### src/hw/rtl/ngfc_pkg.sv
// shared constants for the n-gram frequency counter
`default_nettype none
package ngfc_pkg;
	localparam int CODE_BITS         = 5;
	localparam int SINGLE_AW         = CODE_BITS;
	localparam int PAIR_AW           = 2 * CODE_BITS;
	localparam int TRIPLE_AW         = 3 * CODE_BITS;
	localparam int COUNT_WIDTH_DEF   = 16;
	localparam int OUT_WIDTH         = 16;

	localparam logic [1:0] REQ_TEXT  = 2'd0;
	localparam logic [1:0] REQ_READ  = 2'd1;
	localparam logic [1:0] REQ_CLEAR = 2'd2;

	localparam logic [1:0] ORDER_SINGLE = 2'd1;
	localparam logic [1:0] ORDER_PAIR   = 2'd2;
	localparam logic [1:0] ORDER_TRIPLE = 2'd3;
endpackage
`default_nettype wire

### src/hw/rtl/ngfc_ram.sv
// single-port-write, single-port-read count memory with registered read data
`default_nettype none
module ngfc_ram #(
	parameter int ADDR_BITS = ngfc_pkg::SINGLE_AW,
	parameter int DATA_BITS = ngfc_pkg::COUNT_WIDTH_DEF
) (
	input  wire logic                 clk,
	input  wire logic                 we,
	input  wire logic [ADDR_BITS-1:0] waddr,
	input  wire logic [DATA_BITS-1:0] wdata,
	input  wire logic [ADDR_BITS-1:0] raddr,
	output logic      [DATA_BITS-1:0] rdata
);
	logic [DATA_BITS-1:0] mem [2**ADDR_BITS];
	logic [DATA_BITS-1:0] rdata_q;

	always_ff @(posedge clk) begin
		if (we) begin
			mem[waddr] <= wdata;
		end
		rdata_q <= mem[raddr];
	end

	assign rdata = rdata_q;
endmodule
`default_nettype wire

### config.mk
export PLATFORM = sky130hd
export DESIGN_NAME = ngfc_ram
export DESIGN_NICKNAME = d
export VERILOG_FILES = /design/src/hw/rtl/ngfc_pkg.sv /design/src/hw/rtl/ngfc_ram.sv
export SDC_FILE = /design/constraint.sdc
export NUM_CORES = 1
export LEC_CHECK = 0
export ABC_AREA = 1
export BUFFER_PORTS_ARGS = -buffer_cell sky130_fd_sc_hd__buf_2
export CAP_MARGIN = 20
export CORE_MARGIN = 2
export CORE_UTILIZATION = 30
export DETAILED_ROUTE_END_ITERATION = 7
export PLACE_DENSITY_LB_ADDON = 0.15
export SYNTH_ARGS = -nofsm -noshare
export SYNTH_HDL_FRONTEND = slang
export SYNTH_SLANG_ARGS = --single-unit
### constraint.sdc
create_clock -name clk -period 3.34 [get_ports clk]
set_clock_uncertainty 0.15 [all_clocks]
set_input_delay 0.501 -clock clk [delete_from_list [all_inputs] [get_ports clk]]
set_output_delay 0.501 -clock clk [all_outputs]
set_load 0.05 [all_outputs]
==> results of run 1 <==
[power by group through the flow]
stage / Clock (W) / Sequential [W] / Combinational, W
finish: 0.00622 / 0.00741 / 0.00101
global route: 0.00661 / 0.00742 / 0.00111
floorplan: 0 / 0.00761 / 0.000512
CTS: 0.00636 / 0.00741 / 0.00103
detailed placement: 0 / 0.00755 / 0.00103
global placement: 0 / 0.00755 / 0.00102
[synth_stat cells]
master                     number
sky130_fd_sc_hd__buf_1          2
sky130_fd_sc_hd__buf_12         1
sky130_fd_sc_hd__buf_2         33
sky130_fd_sc_hd__buf_4         28
sky130_fd_sc_hd__buf_6         24
sky130_fd_sc_hd__buf_8          1
sky130_fd_sc_hd__clkbuf_1      19
sky130_fd_sc_hd__dfxtp_1       16
sky130_fd_sc_hd__edfxtp_1     512
sky130_fd_sc_hd__inv_1          8
sky130_fd_sc_hd__inv_2          1
sky130_fd_sc_hd__inv_6          1
sky130_fd_sc_hd__nand2_1      720
sky130_fd_sc_hd__nand3_1      396
sky130_fd_sc_hd__nor2_1        32
[cell usage in the layout, fill, tap and decap left out]
cell type / Yosys / layout
sky130_fd_sc_hd__buf_12: 1 / 13
sky130_fd_sc_hd__inv_2: 1 / 1
sky130_fd_sc_hd__clkinv_1: 0 / 8
sky130_fd_sc_hd__inv_6: 1 / 1
sky130_fd_sc_hd__clkbuf_16: 0 / 60
sky130_fd_sc_hd__nand3_1: 396 / 396
sky130_fd_sc_hd__buf_2: 33 / 40
sky130_fd_sc_hd__clkbuf_8: 0 / 5
sky130_fd_sc_hd__buf_4: 28 / 53
sky130_fd_sc_hd__diode_2: 0 / 3
sky130_fd_sc_hd__inv_8: 0 / 1
sky130_fd_sc_hd__nor2_1: 32 / 4
sky130_fd_sc_hd__inv_4: 0 / 1
sky130_fd_sc_hd__edfxtp_1: 512 / 512
sky130_fd_sc_hd__clkinv_2: 0 / 6
sky130_fd_sc_hd__nand2_1: 720 / 720
sky130_fd_sc_hd__bufinv_16: 0 / 4
sky130_fd_sc_hd__dfxtp_1: 16 / 16
sky130_fd_sc_hd__nor2_2: 0 / 28
sky130_fd_sc_hd__clkbuf_1: 19 / 20
sky130_fd_sc_hd__inv_1: 8 / 7
[flip-flops by register name, summed over array words and instances, names as in the netlist]
signal,cells
mem,512
rdata,16
[logic make-up (layout without fill, tap and decap cells)]
logic type / Yosys count / in the layout
other: 0 / 3
AND/OR/NAND/NOR: 1148 / 1148
flip-flops: 528 / 528
buffers and inverters: 118 / 220
[cell type report]
| class | instances | area [um2] | share of cell area |
|---|---|---|---|
| multi-input combinational | 1148 | 4875 | 0.1990 |
| timing repair buffer | 107 | 872.1 | 0.03560 |
| sequential | 528 | 15700 | 0.6408 |
| clock buffer | 84 | 1632 | 0.06661 |
| inverter | 10 | 47.55 | 0.001941 |
| clock inverter | 19 | 188.9 | 0.007714 |
| tap | 940 | 1176 | 0.04802 |
| antenna | 3 | 7.507 | 0.0003065 |
[routing by layer]
metal,global-route usage,share of wire,vias to the layer above,routed length (um)
met2,0.2650,0.46,367,28940
met4,0.03955,0.018,2,1115
met5,0,0.00017,-,11
li1,-,-,6361,-
met1,0.2489,0.47,6828,29740
met3,0.03346,0.057,73,3621
[per-stage QoR]
step                  util  area (um2)  hold WS [ns]
detailed placement  0.3231       22670        0.6042
global route        0.3491       24490        0.2288
CTS                 0.3491       24490        0.2004
global placement    0.3231       22670        0.6082
floorplan                -       21300        0.4499
finish              0.3492       24490        0.2218
[worst max-delay path by stage]
stage | from | to | slack, ns
floorplan | waddr[0] | mem[0][0]$_DFFE_PP_ | 1.31
global placement | raddr[0] | rdata[1]$_DFF_P_ | 0.65
detailed placement | raddr[0] | rdata[1]$_DFF_P_ | 0.65
CTS | rdata[10]$_DFF_P_ | rdata[10] | 1.21
global route | rdata[10]$_DFF_P_ | rdata[10] | 1.18
finish | rdata[3]$_DFF_P_ | rdata[3] | 1.28
==> out/qor.log, run 1 <==
[outcome] run status finished clean
[worst_setup_path] CP top delay family flip-flops
[detailed_routing] First DRT Iteration DRCs 1,283
[worst_setup_path] top fanout value on the critical path 1
[floorplanning] total I/O pin count 44
[sta] top achievable clock speed 485.0 MHz
[worst_setup_path] Data required, critical path 2.69 ns
[detailed_routing] average wire per cell in the routed design 22.34 um
[logic_synthesis] cell type with the highest aggregate area in the netlist sky130_fd_sc_hd__edfxtp_1
[global_route] Global Route Usage Sum 0.1716
[clock_tree] Root Buffer sky130_fd_sc_hd__clkbuf_16
[power_and_ir_drop] sum of internal, switching and leakage power 0.01463 W
[sta] worst setup margin 1.278 ns
[cells_and_area] number of fill cells 7,009
[worst_setup_path] Crit-path slowest cell sky130_fd_sc_hd__dfxtp_1
[detailed_routing] number of search-and-repair iterations in the first detailed-routing pass 5
[sta] final worst-path cycle share 0.6173
[cells_and_area] Layout area overhead 14.98%
[power_and_ir_drop] Worst IR Drop VDD 0.3631 mV
[clock_tree] worst skew pair latency 0.61 ns
[worst_setup_path] register-to-register path setup slack 1.79 ns
[placed_design] worst slack, placed 0.6461 ns
[global_route] vias in the first global route 13,087
[placed_design] routability congestion estimate 0.7362
[sta] normalized max-slew margin 0.3600
[detailed_routing] DRC Markers 0
[logic_synthesis] gate count after technology mapping 1,794
[power_and_ir_drop] switching share of total power 0.2302
[clock_tree] Num CTS Buffers 57
[clock_tree] Max Root-Sink Buffers 3
[logic_synthesis] xor-xnor portion of the synthesized cell area 0
[power_and_ir_drop] power density relative to cell area 597.4 nW/um2
[clock_tree] H-tree levels 2
[logic_synthesis] compound-gate portion of the synthesized area 0
[worst_setup_path] stage delay of the slowest cell on the critical path 0.48 ns
[logic_synthesis] share of synthesized area spent on multiplexers 0
[detailed_routing] drt via density 4.801
[run] Max-cap violations 0
[placed_design] placed wire-length estimate after detailed placement 34.41 mm
[logic_synthesis] number of register bits inferred by synthesis 528
[floorplanning] Std-Cell Core Area 70,150 um2
[sta] hold violation count in the final report 0
[detailed_routing] Final Routed Wirelength 63.42 mm
[global_route] antenna violations before repair 4
[logic_synthesis] arithmetic-cell share of the synthesized area counting full adders, half adders and majority gates 0
[power_and_ir_drop] Clk network pwr share 0.425
[sta] final count of pins violating max slew 0
[power_and_ir_drop] combinational power share 0.069
[sta] pin slew with the least headroom to its limit 0.9589 ns
[cells_and_area] final non-filler cell total 2,839
[global_route] pin count of the biggest net entering global routing 120
[worst_setup_path] kind of critical path register to output pin
[logic_synthesis] Post-Synthesis Mean Instance Area 11.87 um2
[power_and_ir_drop] cell internal power dissipation 0.01127 W
[logic_synthesis] cell types occupying the most area after synthesis sky130_fd_sc_hd__edfxtp_1 72%, sky130_fd_sc_hd__nand2_1 13%, sky130_fd_sc_hd__nand3_1 9.3%
[detailed_routing] number of routed nets with antenna violations 0
[logic_synthesis] sequential share of the synthesized area 0.7368
[global_route] first-pass GRT wire length 92.25 mm
[logic_synthesis] Syn Nets 1,822
[worst_setup_path] Critical R2R Launch mem[25][5]$_DFFE_PP_
[sta] final count of negative-setup-slack endpoints 0
[clock_tree] clock sink count 528
[placed_design] number of buffers added on ports 43
[power_and_ir_drop] power spent charging and discharging nets 0.003369 W
[floorplanning] Std-Cell Rows 97
[power_and_ir_drop] part of the power in registers 0.506
[clock_tree] hold-fix buffer count after cts 0
[min_path] class of the worst hold path input port to register
[floorplanning] Vert. Die Dim 270.5 um
[sta] RSZ-0062 raised after global routing no
[clock_tree] count of buffers added by post-CTS timing repair for setup 0
[worst_setup_path] length in cells of the worst reg-to-reg path 8
[logic_synthesis] Synth Area in Simple Gates 0.2256
[logic_synthesis] area share of the largest cell type after synthesis 0.7218
[floorplanning] die extent in x 270.5 um
[clock_tree] number of resized instances in the post-cts repair step 0
[worst_setup_path] nature of the critical path startpoint register
[worst_setup_path] Crit path buffers/inverters 1
[detailed_routing] routed via count 13,631
[cells_and_area] ratio of cells with drive above 1 in the final layout 0.1123
[logic_synthesis] warning count from the yosys run 0
[worst_setup_path] CP cell instances buf_2
[worst_setup_path] Worst Path Arrival 1.41 ns
[placed_design] dpl cells 2,733
[min_path] Min-Delay Path Depth 3
[sta] final critical delay including setup and external delays 2.062 ns
[sta] TNS Setup 0 ns
[power_and_ir_drop] leakage power 8.900 nW
[logic_synthesis] Distinct cells, synth 15
[worst_setup_path] sort of element at the end of the critical path output pin
[worst_setup_path] logic depth of the worst setup path including buffers 1
[global_route] GR Overflow Total 0
[clock_tree] clock tree from TritonCTS built
[min_path] worst min-delay path startpoint raddr[4]
[logic_synthesis] Netlist Area Pre-Place 21,300 um2
[floorplanning] Die Footprint 73,150 um2
[floorplanning] starting density of the core 0.3037
[worst_setup_path] capture instance of the worst register-to-register path rdata[5]$_DFF_P_
[logic_synthesis] main combinational cell family by area after synthesis simple AND/OR/NAND/NOR gates
[cells_and_area] total number of nets in the final design 1,880
[min_path] endpoint with the worst hold slack rdata[1]$_DFF_P_
[clock_tree] clock transition at the register clock pins on the worst setup and hold paths after CTS 0.06 ns
(Power assumes the default switching activity.)
==> inputs of run 2 (changes only) <==
--- a/config.mk
+++ b/config.mk
@@ -5,7 +5,7 @@
 export SDC_FILE = /design/constraint.sdc
 export NUM_CORES = 1
 export LEC_CHECK = 0
-export ABC_AREA = 1
+export ABC_AREA = 0
 export BUFFER_PORTS_ARGS = -buffer_cell sky130_fd_sc_hd__buf_2
 export CAP_MARGIN = 20
 export CORE_MARGIN = 2
==> constraint.sdc (replaced) <==
create_clock -name clk -period 2.1 [get_ports clk]
set_clock_uncertainty 0.15 [all_clocks]
set_input_delay 0.315 -clock clk [delete_from_list [all_inputs] [get_ports clk]]
set_output_delay 0.315 -clock clk [all_outputs]
set_load 0.05 [all_outputs]
==> run 2 against run 1 <==
Net effect: non-clock buffer count grew 82; power increased by 54%; setup slack worse by 1.0 ns; critical path type unchanged; largest power group unchanged; highest routed layer is now met4.
==> out/qor.log, run 2 <==
[logic_synthesis] commonest cells in the netlist 512 x sky130_fd_sc_hd__edfxtp_1, 256 x sky130_fd_sc_hd__mux2i_1, 64 x sky130_fd_sc_hd__a22oi_1
[sta] final critical delay including setup and external delays 1.845 ns
[global_route] pin count of the biggest net entering global routing 44 [-63%]
[detailed_routing] drt via density 4.860 [+1.2%]
[logic_synthesis] cell type with the highest aggregate area in the netlist sky130_fd_sc_hd__edfxtp_1
[clock_tree] clock tree from TritonCTS built
[cells_and_area] Layout area overhead 19.96%
[placed_design] number of buffers added on ports 43 [unchanged]
[sta] pin slew with the least headroom to its limit 0.7291 ns [-0.2298 ns]
[cells_and_area] most common cell after layout, fill and taps aside sky130_fd_sc_hd__edfxtp_1
[worst_setup_path] Crit-path slowest cell sky130_fd_sc_hd__dfxtp_1
[logic_synthesis] Distinct cells, synth 26 [+11]
[sta] top achievable clock speed 542.0 MHz
[clock_tree] Num CTS Buffers 56 [-1.8%]
[worst_setup_path] nature of the critical path startpoint register
[sta] final count of pins violating max slew 0 [unchanged]
[logic_synthesis] main flop type after synthesis sky130_fd_sc_hd__edfxtp_1
[sta] hold violation count in the final report 0 [unchanged]
[worst_setup_path] Crit path buffers/inverters 1 [unchanged]
[cells_and_area] Largest register FFs 512 [unchanged]
[detailed_routing] DRC Markers 0 [unchanged]
[clock_tree] H-tree levels 2 [unchanged]
[logic_synthesis] Post-Synthesis Mean Instance Area 17.97 um2 [+51%]
[clock_tree] Max Root-Sink Buffers 3 [unchanged]
[logic_synthesis] gate count after technology mapping 1,143 [-36%]
[logic_synthesis] Netlist Area Pre-Place 20,540 um2 [-3.6%]
[detailed_routing] routed via count 10,887 [-20%]
[power_and_ir_drop] leakage power 8.661 nW [-2.7%]
[sta] final count of negative-setup-slack endpoints 0 [unchanged]
[worst_setup_path] Worst Path Arrival 1.38 ns [-0.03 ns]
[worst_setup_path] CP top delay family flip-flops
[cells_and_area] total number of nets in the final design 1,351 [-28%]
[global_route] Global Route Usage Sum 0.1594 [-0.01216]
[worst_setup_path] Data required, critical path 1.63 ns [-1.06 ns]
[logic_synthesis] Syn Nets 1,171 [-36%]
[floorplanning] Std-Cell Rows 95 [-2.1%]
[clock_tree] clock transition at the register clock pins on the worst setup and hold paths after CTS 0.06 ns [about the same]
[logic_synthesis] sequential share of the synthesized area 0.7643 [+0.02747]
[global_route] vias in the first global route 11,117 [-15%]
[floorplanning] starting density of the core 0.3042 [+0.0005098]
[power_and_ir_drop] sum of internal, switching and leakage power 0.02259 W [+54%]
[cells_and_area] ratio of cells with drive above 1 in the final layout 0.2070 [+0.09468]
[floorplanning] Std-Cell Core Area 67,510 um2 [-3.8%]
[detailed_routing] number of search-and-repair iterations in the first detailed-routing pass 4 [-1]
[logic_synthesis] count of flip-flops with a built-in enable after synthesis 512 [unchanged]
[detailed_routing] number of routed nets with antenna violations 0 [unchanged]
[power_and_ir_drop] Worst IR Drop VDD 0.5897 mV [+62%]
[logic_synthesis] number of register bits inferred by synthesis 528 [unchanged]
[sta] RSZ-0062 raised after global routing no
[sta] normalized max-slew margin 0.5140 [+0.1539]
[floorplanning] total I/O pin count 44 [unchanged]
[cells_and_area] register containing the most flip-flops in the final layout mem
[clock_tree] clock sink count 528 [unchanged]
[logic_synthesis] fraction of registers with async set/reset 0 [unchanged]
[worst_setup_path] sort of element at the end of the critical path output pin
[cells_and_area] most used cells in the layout excluding fill and tap cells 512 x sky130_fd_sc_hd__edfxtp_1, 256 x sky130_fd_sc_hd__mux2i_1, 109 x sky130_fd_sc_hd__buf_4
[run] Max-cap violations 0 [unchanged]
[power_and_ir_drop] power density relative to cell area 916.9 nW/um2 [+53%]
[placed_design] routability congestion estimate 0.7706 [+4.7%]
[worst_setup_path] top fanout value on the critical path 1 [unchanged]
[floorplanning] die extent in x 265.6 um [-1.8%]
[clock_tree] count of buffers added by post-CTS timing repair for setup 0 [unchanged]
[logic_synthesis] most common cell in the netlist sky130_fd_sc_hd__edfxtp_1
[min_path] class of the worst hold path input port to register
[sta] final worst-path cycle share 0.8786
[global_route] antenna violations before repair 2 [-2]
[worst_setup_path] kind of critical path register to output pin
[global_route] first-pass GRT wire length 80.83 mm [-12%]
[clock_tree] hold-fix buffer count after cts 0 [unchanged]
[clock_tree] Root Buffer sky130_fd_sc_hd__clkbuf_16
[floorplanning] Vert. Die Dim 265.6 um [-1.8%]
[logic_synthesis] warning count from the yosys run 0 [unchanged]
[logic_synthesis] area share of the largest cell type after synthesis 0.7487 [+0.02691]
[logic_synthesis] cell types occupying the most area after synthesis sky130_fd_sc_hd__edfxtp_1 75%, sky130_fd_sc_hd__mux2i_1 12%, sky130_fd_sc_hd__a22oi_1 2.3%
[detailed_routing] average wire per cell in the routed design 25.05 um [+12%]
[detailed_routing] Final Routed Wirelength 56.10 mm [-12%]
[global_route] GR Overflow Total 0 [unchanged]
[worst_setup_path] CP cell instances buf_2
[clock_tree] number of resized instances in the post-cts repair step 0 [unchanged]
[outcome] run status finished clean
[floorplanning] Die Footprint 70,560 um2 [-3.5%]
[clock_tree] worst skew pair latency 0.62 ns [about the same]
[detailed_routing] First DRT Iteration DRCs 918 [-28%]
[worst_setup_path] stage delay of the slowest cell on the critical path 0.46 ns [-0.02 ns]
[placed_design] placed wire-length estimate after detailed placement 34.23 mm [-0.52%]
[cells_and_area] diode count 0 [-3]
[sta] TNS Setup 0 ns [unchanged]
## run 2: layout make-up
type / instances / area (um2)
fillers: 6395 / 42880
flip-flops and latches: 528 / 15700
multi-input cells: 548 / 4367
repair buffers: 189 / 1784
clock buffers: 78 / 1505
well taps: 873 / 1092
clock inverters: 24 / 191.4
## run 2: layer usage
metal  share of wire  track usage
met1            0.48       0.2298
met2            0.45       0.2495
met3           0.050      0.02944
met4           0.017      0.03735
met5               0            0
## run 2: where the power goes
part | switching (W) | internal (W) | total [W]
Clock | 0.00403 | 0.00523 | 0.00926
Combinational | 0.00102 | 0.000528 | 0.00154
Sequential | 0.0000681 | 0.0117 | 0.0118
## run 2: path summary, 6_finish.rpt
| check | start | endpoint | slack (ns) | cells after the start |
|---|---|---|---|---|
| worst max-delay path | rdata[3]$_DFF_P_ | rdata[3] | 0.25 | 1 |
| worst min-delay path | raddr[4] | rdata[6]$_DFF_P_ | 0.02 | 4 |
| worst max register to register | mem[1][10]$_DFFE_PP_ | rdata[10]$_DFF_P_ | 0.35 | 8 |
| worst min register to register | mem[11][7]$_DFFE_PP_ | rdata[7]$_DFF_P_ | 0.46 | 4 |
## run 2: logic make-up after synthesis
family	after synthesis	share of synthesized area
AOI/OAI and AO/OA	144	0.04972
buffers and inverters	67	0.02632
DFF	528	0.7643
muxes	256	0.1248
and+or+nand+nor	148	0.03491
## run 2: through the flow
stage / area (um2) / worst slack (ns) / instances / hold slack [ns] / utilization
4_1_cts: 24630 / 0.2332 / 2240 / 0.005796 / 0.3649
3_5_place_dp: 22940 / -0.1389 / 2138 / 0.4457 / 0.3398
3_3_place_gp: 22940 / -0.1577 / 2138 / 0.4355 / 0.3398
6_report: 24630 / 0.2549 / 2240 / 0.02153 / 0.3649
5_1_grt: 24630 / 0.2310 / 2240 / 0.03135 / 0.3649
2_1_floorplan: 20540 / -0.1050 / 1143 / 0.2639 / -
